File: src/hdl/bgd_pkg.sv
// ----------------------------------------------------------------------------
// bgd_pkg: shared types and constants for the button gesture detector
// Event codes, register indexes, field widths and register reset values.
// ----------------------------------------------------------------------------
package bgd_pkg;

   // field widths
   localparam int TIME_W      = 32;
   localparam int THRESH_W    = 16;
   localparam int CSR_INDEX_W = 8;
   localparam int CSR_DATA_W  = 16;
   localparam int EVENT_W     = 2;

   // result event codes
   typedef enum logic [EVENT_W-1:0] {
      EV_NONE   = 2'd0,
      EV_CLICK  = 2'd1,
      EV_DOUBLE = 2'd2,
      EV_HOLD   = 2'd3
   } event_type;

   // configuration register indexes
   typedef enum logic [CSR_INDEX_W-1:0] {
      CSR_CLICK_MIN     = 8'd0,
      CSR_DOUBLE_WINDOW = 8'd1,
      CSR_HOLD          = 8'd2,
      CSR_DOUBLE_ENABLE = 8'd3
   } csr_index_type;

   // register reset values
   localparam logic [THRESH_W-1:0] CLICK_MIN_RESET     = 16'd50;
   localparam logic [THRESH_W-1:0] DOUBLE_WINDOW_RESET = 16'd300;
   localparam logic [THRESH_W-1:0] HOLD_RESET          = 16'd1000;

endpackage : bgd_pkg

File: src/hdl/bgd_if.sv
// ----------------------------------------------------------------------------
// bgd_if: channel interfaces of the button gesture detector
// Sample input, event output and register write channels, valid/ready.
// ----------------------------------------------------------------------------

// button sample channel
interface bgd_req_if
   import bgd_pkg::*;
   ();
   logic              valid;
   logic              ready;
   logic              button_level;
   logic [TIME_W-1:0] now_ms;

   modport source (output valid, output button_level, output now_ms, input ready);
   modport sink   (input valid, input button_level, input now_ms, output ready);
endinterface : bgd_req_if

// event result channel
interface bgd_rsp_if
   import bgd_pkg::*;
   ();
   logic               valid;
   logic               ready;
   logic [EVENT_W-1:0] event_res;

   modport source (output valid, output event_res, input ready);
   modport sink   (input valid, input event_res, output ready);
endinterface : bgd_rsp_if

// register write channel
interface bgd_csr_if
   import bgd_pkg::*;
   ();
   logic                   valid;
   logic                   ready;
   logic [CSR_INDEX_W-1:0] index;
   logic [CSR_DATA_W-1:0]  data;

   modport source (output valid, output index, output data, input ready);
   modport sink   (input valid, input index, input data, output ready);
endinterface : bgd_csr_if

File: src/hdl/button_gesture_detector.sv
// ----------------------------------------------------------------------------
// button_gesture_detector: click, double click and hold detection
// Each pin sample with its millisecond timestamp yields one event code.
// ----------------------------------------------------------------------------
// Usage
//   req_ch : one transfer per pin sample (button_level, 0 pressed, and a
//            free-running now_ms timestamp that wraps modulo 2^32)
//   rsp_ch : one transfer per sample, event_res 0 none, 1 click,
//            2 double click, 3 hold
//   csr_ch : register writes (index, data), always ready; indexes beyond
//            the register list are ignored
// The event of a sample is in the result register on the cycle after its
// transfer. Throughput is one sample per cycle while rsp_ch takes each
// event, set by the single result register; req_ch.ready stays high while
// that register is empty or being drained in the same cycle.
// When the receiver stalls, the result register holds its event and
// req_ch.ready drops until rsp_ch takes it.
// Reset (synchronous, active high) empties the result register, clears the
// press and pending-click flags, sets the level to released and loads the
// register defaults (50, 300, 1000 ms, double click off).
// ----------------------------------------------------------------------------
module button_gesture_detector
   import bgd_pkg::*;
(
   input  logic      clock,
   input  logic      reset,
   bgd_req_if.sink   req_ch,
   bgd_rsp_if.source rsp_ch,
   bgd_csr_if.sink   csr_ch
);

   // configuration registers
   logic [THRESH_W-1:0] click_min_ff, click_min_in;
   logic [THRESH_W-1:0] window_ff, window_in;
   logic [THRESH_W-1:0] hold_ff, hold_in;
   logic                dbl_en_ff, dbl_en_in;

   // gesture state
   logic                last_level_ff, last_level_in;
   logic                press_active_ff, press_active_in;
   logic [TIME_W-1:0]   press_start_ff, press_start_in;
   logic                click_pending_ff, click_pending_in;
   logic [TIME_W-1:0]   pending_time_ff, pending_time_in;

   // result register
   logic                out_valid_ff, out_valid_in;
   event_type           event_ff, event_in;

   logic                req_xfer;
   logic [TIME_W-1:0]   press_age;
   logic [TIME_W-1:0]   pending_age;
   logic                age_ge_click;
   logic                age_ge_hold;
   logic                pending_in_window;
   event_type           event_calc;

   // handshakes
   assign csr_ch.ready     = 1'b1;
   assign req_ch.ready     = !out_valid_ff || rsp_ch.ready;
   assign req_xfer         = req_ch.valid && req_ch.ready;
   assign rsp_ch.valid     = out_valid_ff;
   assign rsp_ch.event_res = event_ff;

   // register writes
   always_comb begin
      click_min_in = click_min_ff;
      window_in    = window_ff;
      hold_in      = hold_ff;
      dbl_en_in    = dbl_en_ff;
      if (csr_ch.valid) begin
         unique case (csr_ch.index)
            CSR_CLICK_MIN:     click_min_in = csr_ch.data;
            CSR_DOUBLE_WINDOW: window_in    = csr_ch.data;
            CSR_HOLD:          hold_in      = csr_ch.data;
            CSR_DOUBLE_ENABLE: dbl_en_in    = csr_ch.data[0];
            default:           ;
         endcase
      end
   end

   // wrapped time differences against the thresholds
   assign press_age         = req_ch.now_ms - press_start_ff;
   assign pending_age       = req_ch.now_ms - pending_time_ff;
   assign age_ge_click      = press_age >= TIME_W'(click_min_ff);
   assign age_ge_hold       = press_age >= TIME_W'(hold_ff);
   assign pending_in_window = pending_age <= TIME_W'(window_ff);

   // gesture decision for the sample in transfer
   always_comb begin
      last_level_in    = last_level_ff;
      press_active_in  = press_active_ff;
      press_start_in   = press_start_ff;
      click_pending_in = click_pending_ff;
      pending_time_in  = pending_time_ff;
      event_calc       = EV_NONE;
      priority if (req_ch.button_level != last_level_ff) begin
         last_level_in = req_ch.button_level;
         priority if (press_active_ff && req_ch.button_level) begin
            // release ends the press
            if (age_ge_click) begin
               if (dbl_en_ff) begin
                  if (click_pending_ff && pending_in_window) begin
                     event_calc       = EV_DOUBLE;
                     click_pending_in = 1'b0;
                  end else begin
                     pending_time_in  = req_ch.now_ms;
                     click_pending_in = 1'b1;
                  end
               end else begin
                  event_calc = EV_CLICK;
               end
            end
            press_active_in = 1'b0;
         end else if (!req_ch.button_level) begin
            // falling level starts a press
            press_start_in  = req_ch.now_ms;
            press_active_in = 1'b1;
         end else begin
            // release with no press only tracks the level
         end
      end else if (!req_ch.button_level && press_active_ff) begin
         // held long enough: hold ends the press
         if (age_ge_hold) begin
            event_calc      = EV_HOLD;
            press_active_in = 1'b0;
         end
      end else if (dbl_en_ff && req_ch.button_level && click_pending_ff
                   && !pending_in_window) begin
         // stale pending click flushes as a single click
         event_calc       = EV_CLICK;
         click_pending_in = 1'b0;
      end else begin
         // nothing to report
      end
   end

   // result register
   always_comb begin
      out_valid_in = out_valid_ff;
      event_in     = event_ff;
      if (req_xfer) begin
         out_valid_in = 1'b1;
         event_in     = event_calc;
      end else if (rsp_ch.ready) begin
         out_valid_in = 1'b0;
      end
   end

   // control and configuration state
   always_ff @(posedge clock) begin
      if (reset) begin
         click_min_ff     <= CLICK_MIN_RESET;
         window_ff        <= DOUBLE_WINDOW_RESET;
         hold_ff          <= HOLD_RESET;
         dbl_en_ff        <= 1'b0;
         last_level_ff    <= 1'b1;
         press_active_ff  <= 1'b0;
         click_pending_ff <= 1'b0;
         out_valid_ff     <= 1'b0;
      end else begin
         click_min_ff <= click_min_in;
         window_ff    <= window_in;
         hold_ff      <= hold_in;
         dbl_en_ff    <= dbl_en_in;
         out_valid_ff <= out_valid_in;
         if (req_xfer) begin
            last_level_ff    <= last_level_in;
            press_active_ff  <= press_active_in;
            click_pending_ff <= click_pending_in;
         end
      end
   end

   // timestamps and event payload
   always_ff @(posedge clock) begin
      event_ff <= event_in;
      if (req_xfer) begin
         press_start_ff  <= press_start_in;
         pending_time_ff <= pending_time_in;
      end
   end

endmodule : button_gesture_detector

File: src/flat_wrapper.sv
// flat-port wrapper written by rule: the top's interface ports become plain ports
module button_gesture_detector_flat import bgd_pkg::*;
  (clock, reset, req_ch_valid, req_ch_button_level, req_ch_now_ms, req_ch_ready, rsp_ch_valid, rsp_ch_event_res, rsp_ch_ready, csr_ch_valid, csr_ch_index, csr_ch_data, csr_ch_ready);
  bgd_req_if req_ch_i ();
  bgd_rsp_if rsp_ch_i ();
  bgd_csr_if csr_ch_i ();
  input  logic clock;
  input  logic reset;
  input wire logic [$bits(req_ch_i.valid)-1:0] req_ch_valid;
  input wire logic [$bits(req_ch_i.button_level)-1:0] req_ch_button_level;
  input wire logic [$bits(req_ch_i.now_ms)-1:0] req_ch_now_ms;
  output wire logic [$bits(req_ch_i.ready)-1:0] req_ch_ready;
  output wire logic [$bits(rsp_ch_i.valid)-1:0] rsp_ch_valid;
  output wire logic [$bits(rsp_ch_i.event_res)-1:0] rsp_ch_event_res;
  input wire logic [$bits(rsp_ch_i.ready)-1:0] rsp_ch_ready;
  input wire logic [$bits(csr_ch_i.valid)-1:0] csr_ch_valid;
  input wire logic [$bits(csr_ch_i.index)-1:0] csr_ch_index;
  input wire logic [$bits(csr_ch_i.data)-1:0] csr_ch_data;
  output wire logic [$bits(csr_ch_i.ready)-1:0] csr_ch_ready;
  assign req_ch_i.valid = req_ch_valid;
  assign req_ch_i.button_level = req_ch_button_level;
  assign req_ch_i.now_ms = req_ch_now_ms;
  assign req_ch_ready = req_ch_i.ready;
  assign rsp_ch_valid = rsp_ch_i.valid;
  assign rsp_ch_event_res = rsp_ch_i.event_res;
  assign rsp_ch_i.ready = rsp_ch_ready;
  assign csr_ch_i.valid = csr_ch_valid;
  assign csr_ch_i.index = csr_ch_index;
  assign csr_ch_i.data = csr_ch_data;
  assign csr_ch_ready = csr_ch_i.ready;
  button_gesture_detector u_core (.clock(clock), .reset(reset), .req_ch(req_ch_i), .rsp_ch(rsp_ch_i), .csr_ch(csr_ch_i));
endmodule
File: config.mk
export PLATFORM = sky130hd
export DESIGN_NAME = button_gesture_detector_flat
export DESIGN_NICKNAME = d
export VERILOG_FILES = /design/src/hdl/bgd_pkg.sv /design/src/hdl/bgd_if.sv /design/src/hdl/button_gesture_detector.sv /design/src/flat_wrapper.sv
export SDC_FILE = /design/constraint.sdc
export NUM_CORES = 1
export LEC_CHECK = 0
export BUFFER_PORTS_ARGS = -buffer_cell sky130_fd_sc_hd__buf_2
export CORE_MARGIN = 4
export CORE_UTILIZATION = 62
export CTS_CLUSTER_DIAMETER = 60
export CTS_CLUSTER_SIZE = 10
export DETAILED_ROUTE_END_ITERATION = 8
export GPL_ROUTABILITY_DRIVEN = 0
export GPL_TIMING_DRIVEN = 0
export PLACE_DENSITY = 0.9
export SLEW_MARGIN = 5
export SYNTH_ARGS = -nofsm -noshare
export SYNTH_HDL_FRONTEND = slang
export SYNTH_SLANG_ARGS = --single-unit
File: constraint.sdc
create_clock -name clock -period 9.2 [get_ports clock]
set_input_delay 0 -clock clock [delete_from_list [all_inputs] [get_ports clock]]
set_output_delay 0 -clock clock [all_outputs]
set_load 0.02 [all_outputs]
==> flow_metrics.env <==
export IMPL_dpl_hpwl_mm=19.1
export IMPL_worstPathArrival_ns=5.91
export IMPL_layout_drive_gt1_share_pct=10.6
export IMPL_slew_headroom_pct=35.5
export IMPL_synthesis_nets=1278
export IMPL_cpLargestDelayFamily="compound AO/OA/AOI/OAI gates"
export IMPL_grtUsageTotal_pct=34.6
export IMPL_ys_top_cells_by_area="sky130_fd_sc_hd__edfxtp_1, sky130_fd_sc_hd__ha_1, sky130_fd_sc_hd__dfxtp_1, sky130_fd_sc_hd__a21oi_1, sky130_fd_sc_hd__nand2_1"
export IMPL_min_path_type="in -> reg"
export IMPL_cts_htree_levels=4
export IMPL_timing_critical_path_required_ns=9.34
export IMPL_maxCapViolations=0
export IMPL_comb_power_share_pct=23.2
export IMPL_yosys_area_top_type="sky130_fd_sc_hd__edfxtp_1"
export IMPL_dieArea_sq_um=17100
export IMPL_period_needed_ns=5.77
export IMPL_p_int_mw=1.11
export IMPL_coreArea_sq_um=14600
export IMPL_routed_via_count=9613
export IMPL_finish_net_count=1419
export IMPL_cp_cell_sequence="inv_1 > ha_1 > and2_1 > a221oi_1 > nand2_1 > a31oi_1 > o21bai_1 > a21oi_1 > xnor2_1 > ha_1 > o2111ai_1 > or4_1 > a21oi_1 > nor4_1 > nand4_1 > nor3b_1 > a21boi_4 > buf_16"
export IMPL_reg2reg_slack_ns=3.43
export IMPL_commonest_non_fill_non_tap_cell_in_the_layout="sky130_fd_sc_hd__nand2_1"
export IMPL_clockBufferDepth=2
export IMPL_detailed_place_area_sq_um=9960
export IMPL_globalRoute_totalOverflow=0
export IMPL_timing_final_ws_setup_ns=3.43
export IMPL_worst_setup_path_start_kind="flip-flop"
export IMPL_critPathKind="reg -> reg"
export IMPL_maxClockFrequency_mhz=173
export IMPL_routed_wl_mm=29.3
export IMPL_via_per_inst=6.66
export IMPL_timing_critical_path_buf_inv=2
export IMPL_fin_area_sq_um=11100
export IMPL_cts_resized_gates=0
export IMPL_placement_setup_worst_slack_ns=3.85
export IMPL_yosys_warnings=0
export IMPL_timing_final_crit_share_pct=62.7
export IMPL_synth_avg_cell_area_sq_um=8.47
export IMPL_worst_clock_skew_ns=0.0116
export IMPL_max_vdd_ir_drop_v=0.000135
export IMPL_clock_power_share_pct=41.5
export IMPL_synth_ff_type="sky130_fd_sc_hd__edfxtp_1"
export IMPL_numCtsBuffers=17
export IMPL_synth_largest_type_area_fraction_pct=21.2
export IMPL_num_io_pins=67
export IMPL_areaGrowthSynthToFinish_pct=18.7
export IMPL_drt_first_iter_violations=1466
export IMPL_netSwitchingFraction_pct=31.3
export IMPL_row_count=44
export IMPL_mappedNetlistArea_sq_um=9350
export IMPL_setup_worst_path_end_class="flip-flop"
export IMPL_first_global_vias=9129
export IMPL_status="finished with violations"
export IMPL_post_cts_repair_setup_buffers=0
export IMPL_cellLeakagePower_nw=4.62
export IMPL_route_antenna_remaining_nets=0
export IMPL_unrepaired_setup_endpoints_after_global_routing="false"
export IMPL_portBuffers=64
export IMPL_clockRootBuffer="sky130_fd_sc_hd__clkbuf_16"
export IMPL_async_flop_share_pct=0
export IMPL_drt_first_pass_iters=9
export IMPL_finalHoldViolCount=0
export IMPL_mostFrequentLayoutCells="sky130_fd_sc_hd__nand2_1, sky130_fd_sc_hd__a21oi_1, sky130_fd_sc_hd__inv_1"
export IMPL_violated_checks="design-rule violations"
export IMPL_yosys_register_bits=119
export IMPL_route_detailed_wl_per_inst_um=20.3
export IMPL_p_per_area_nw_per_um2=146
export IMPL_synth_seq_area_share_pct=32.6
export IMPL_die_h_um=131
export IMPL_post_route_drc_count=1
export IMPL_final_setup_viol_count=0
export IMPL_initial_core_utilization_pct=63.8
export IMPL_path_clk_slew_ns=0.06
export IMPL_sequentialPowerShare_pct=35.3
export IMPL_netSwitchingPower_mw=0.508
export IMPL_timing_worst_slew_pin_value_ns=0.968
export IMPL_synth_enable_flop_cells=66
export IMPL_netlist_cell_type_count=84
export IMPL_grt_max_degree=21
export IMPL_gate_count_post_synth=1104
export IMPL_initial_antenna_violation_count=1
export IMPL_crit_path_top_delay_cell="sky130_fd_sc_hd__a221oi_1"
export IMPL_clkLatencyLatePin_ns=0.43
export IMPL_crit_path_max_incr_delay_ns=0.81
export IMPL_clkSinkCount=119
export IMPL_crit_path_max_fanout=20
export IMPL_setup_tns_final_ns=0
export IMPL_grt_first_pass_wirelength_mm=46.1
export IMPL_cts_tree="built"
export IMPL_slew_viol_final=0
export IMPL_die_w_um=131
==> metal layers <==
layer | share of wire [%] | track usage, % | vias up
li1 | - | - | 4274
met1 | 38 | 42.1 | 4409
met2 | 46 | 56.4 | 732
met3 | 11 | 9.43 | 198
met4 | 5.7 | 17.3 | 0
met5 | 0 | 0 | -
==> cell usage after synthesis (21+ instances only) <==
| master | count |
|---|---|
| sky130_fd_sc_hd__edfxtp_1 | 66 |
| sky130_fd_sc_hd__xnor2_1 | 25 |
| sky130_fd_sc_hd__a21o_1 | 24 |
| sky130_fd_sc_hd__o211ai_1 | 22 |
| sky130_fd_sc_hd__o21ai_0 | 43 |
| sky130_fd_sc_hd__a21oi_1 | 122 |
| sky130_fd_sc_hd__nor2_1 | 48 |
| sky130_fd_sc_hd__clkbuf_1 | 30 |
| sky130_fd_sc_hd__nand2_1 | 150 |
| sky130_fd_sc_hd__a211oi_1 | 21 |
| sky130_fd_sc_hd__dfxtp_1 | 53 |
| sky130_fd_sc_hd__nand4_1 | 22 |
| sky130_fd_sc_hd__inv_1 | 121 |
| sky130_fd_sc_hd__ha_1 | 110 |
==> power groups by stage <==
stage | clock (mW) | combinational (mW) | sequential [mW]
after floorplan | 0 | 0.232 | 0.585
after global placement | 0 | 0.310 | 0.584
after detailed placement | 0 | 0.325 | 0.584
after CTS | 0.668 | 0.352 | 0.572
after global routing | 0.696 | 0.406 | 0.573
final | 0.672 | 0.376 | 0.573
==> worst paths after layout <==
path | cells after the start | start | endpoint
setup reg to reg | 18 | u_core.press_start_ff[3] | u_core.pending_time_ff[3]
setup / recovery | 18 | u_core.press_start_ff[3] | u_core.pending_time_ff[3]
hold reg to reg | 2 | u_core.hold_ff[13] | u_core.hold_ff[13]
hold / removal | 5 | csr_ch_index[2] | u_core.dbl_en_ff
==> cell type report <==
| type | instances | area (sq um) |
|---|---|---|
| Fill cell | 937 | 3550 |
| Sequential cell | 119 | 3040 |
| Tap cell | 184 | 230 |
| Clock inverter | 14 | 133 |
| Clock buffer | 18 | 450 |
| Buffer | 41 | 196 |
| Multi-Input combinational cell | 823 | 5670 |
| Antenna cell | 1 | 2.50 |
| Timing Repair Buffer | 122 | 913 |
| Inverter | 121 | 454 |
==> flip-flops by register name, indices dropped and copies added, names as in the netlist <==
name and cells:
u_core.last_level_ff 1, u_core.press_active_ff 1, u_core.pending_time_ff 32, u_core.dbl_en_ff 1, u_core.click_min_ff 16, u_core.press_start_ff 32, u_core.rsp_ch.event_res 2, u_core.window_ff 16
u_core.click_pending_ff 1, u_core.hold_ff 16, u_core.rsp_ch.valid 1
==> what timing repair did <==
item / 4_1_cts / 5_1_grt
setup endpoints to repair: 0 / 0
hold buffers: 55 / 0
hold endpoints to repair: 118 / 0
==> worst min-delay path: stages <==
cell                      delay [ns]
sky130_fd_sc_hd__buf_2          0.08
sky130_fd_sc_hd__nor4_1         0.09
sky130_fd_sc_hd__nand3_1        0.12
sky130_fd_sc_hd__mux2i_1        0.09
sky130_fd_sc_hd__nor2_1         0.09
==> cells by family after synthesis <==
family	after synthesis	synth area share, %
AOI/OAI and AO/OA	324	22.9
DFF	119	32.6
buffers and inverters	162	6.96
muxes	9	0.977
xor gates and xnor gates	42	3.94
adders and majority gates	112	15.2
and+or+nand+nor	335	17.5
other	1	0.0401
==> per-stage QoR <==
| stage | utilization (%) | instances | hold WS [ns] | power [mW] |
|---|---|---|---|---|
| final | 75.7 | 1443 | 0.0644 | 1.62 |
| after global routing | 75.7 | 1443 | 0.0746 | 1.68 |
| after CTS | 75.7 | 1442 | 0.00149 | 1.59 |
| after detailed placement | 68.0 | 1355 | 0.217 | 0.909 |
| after global placement | 67.6 | 1352 | 0.206 | 0.894 |
| after floorplan | - | 1104 | 0.0989 | 0.817 |
No activity file was read; power rests on OpenSTA's default activity.
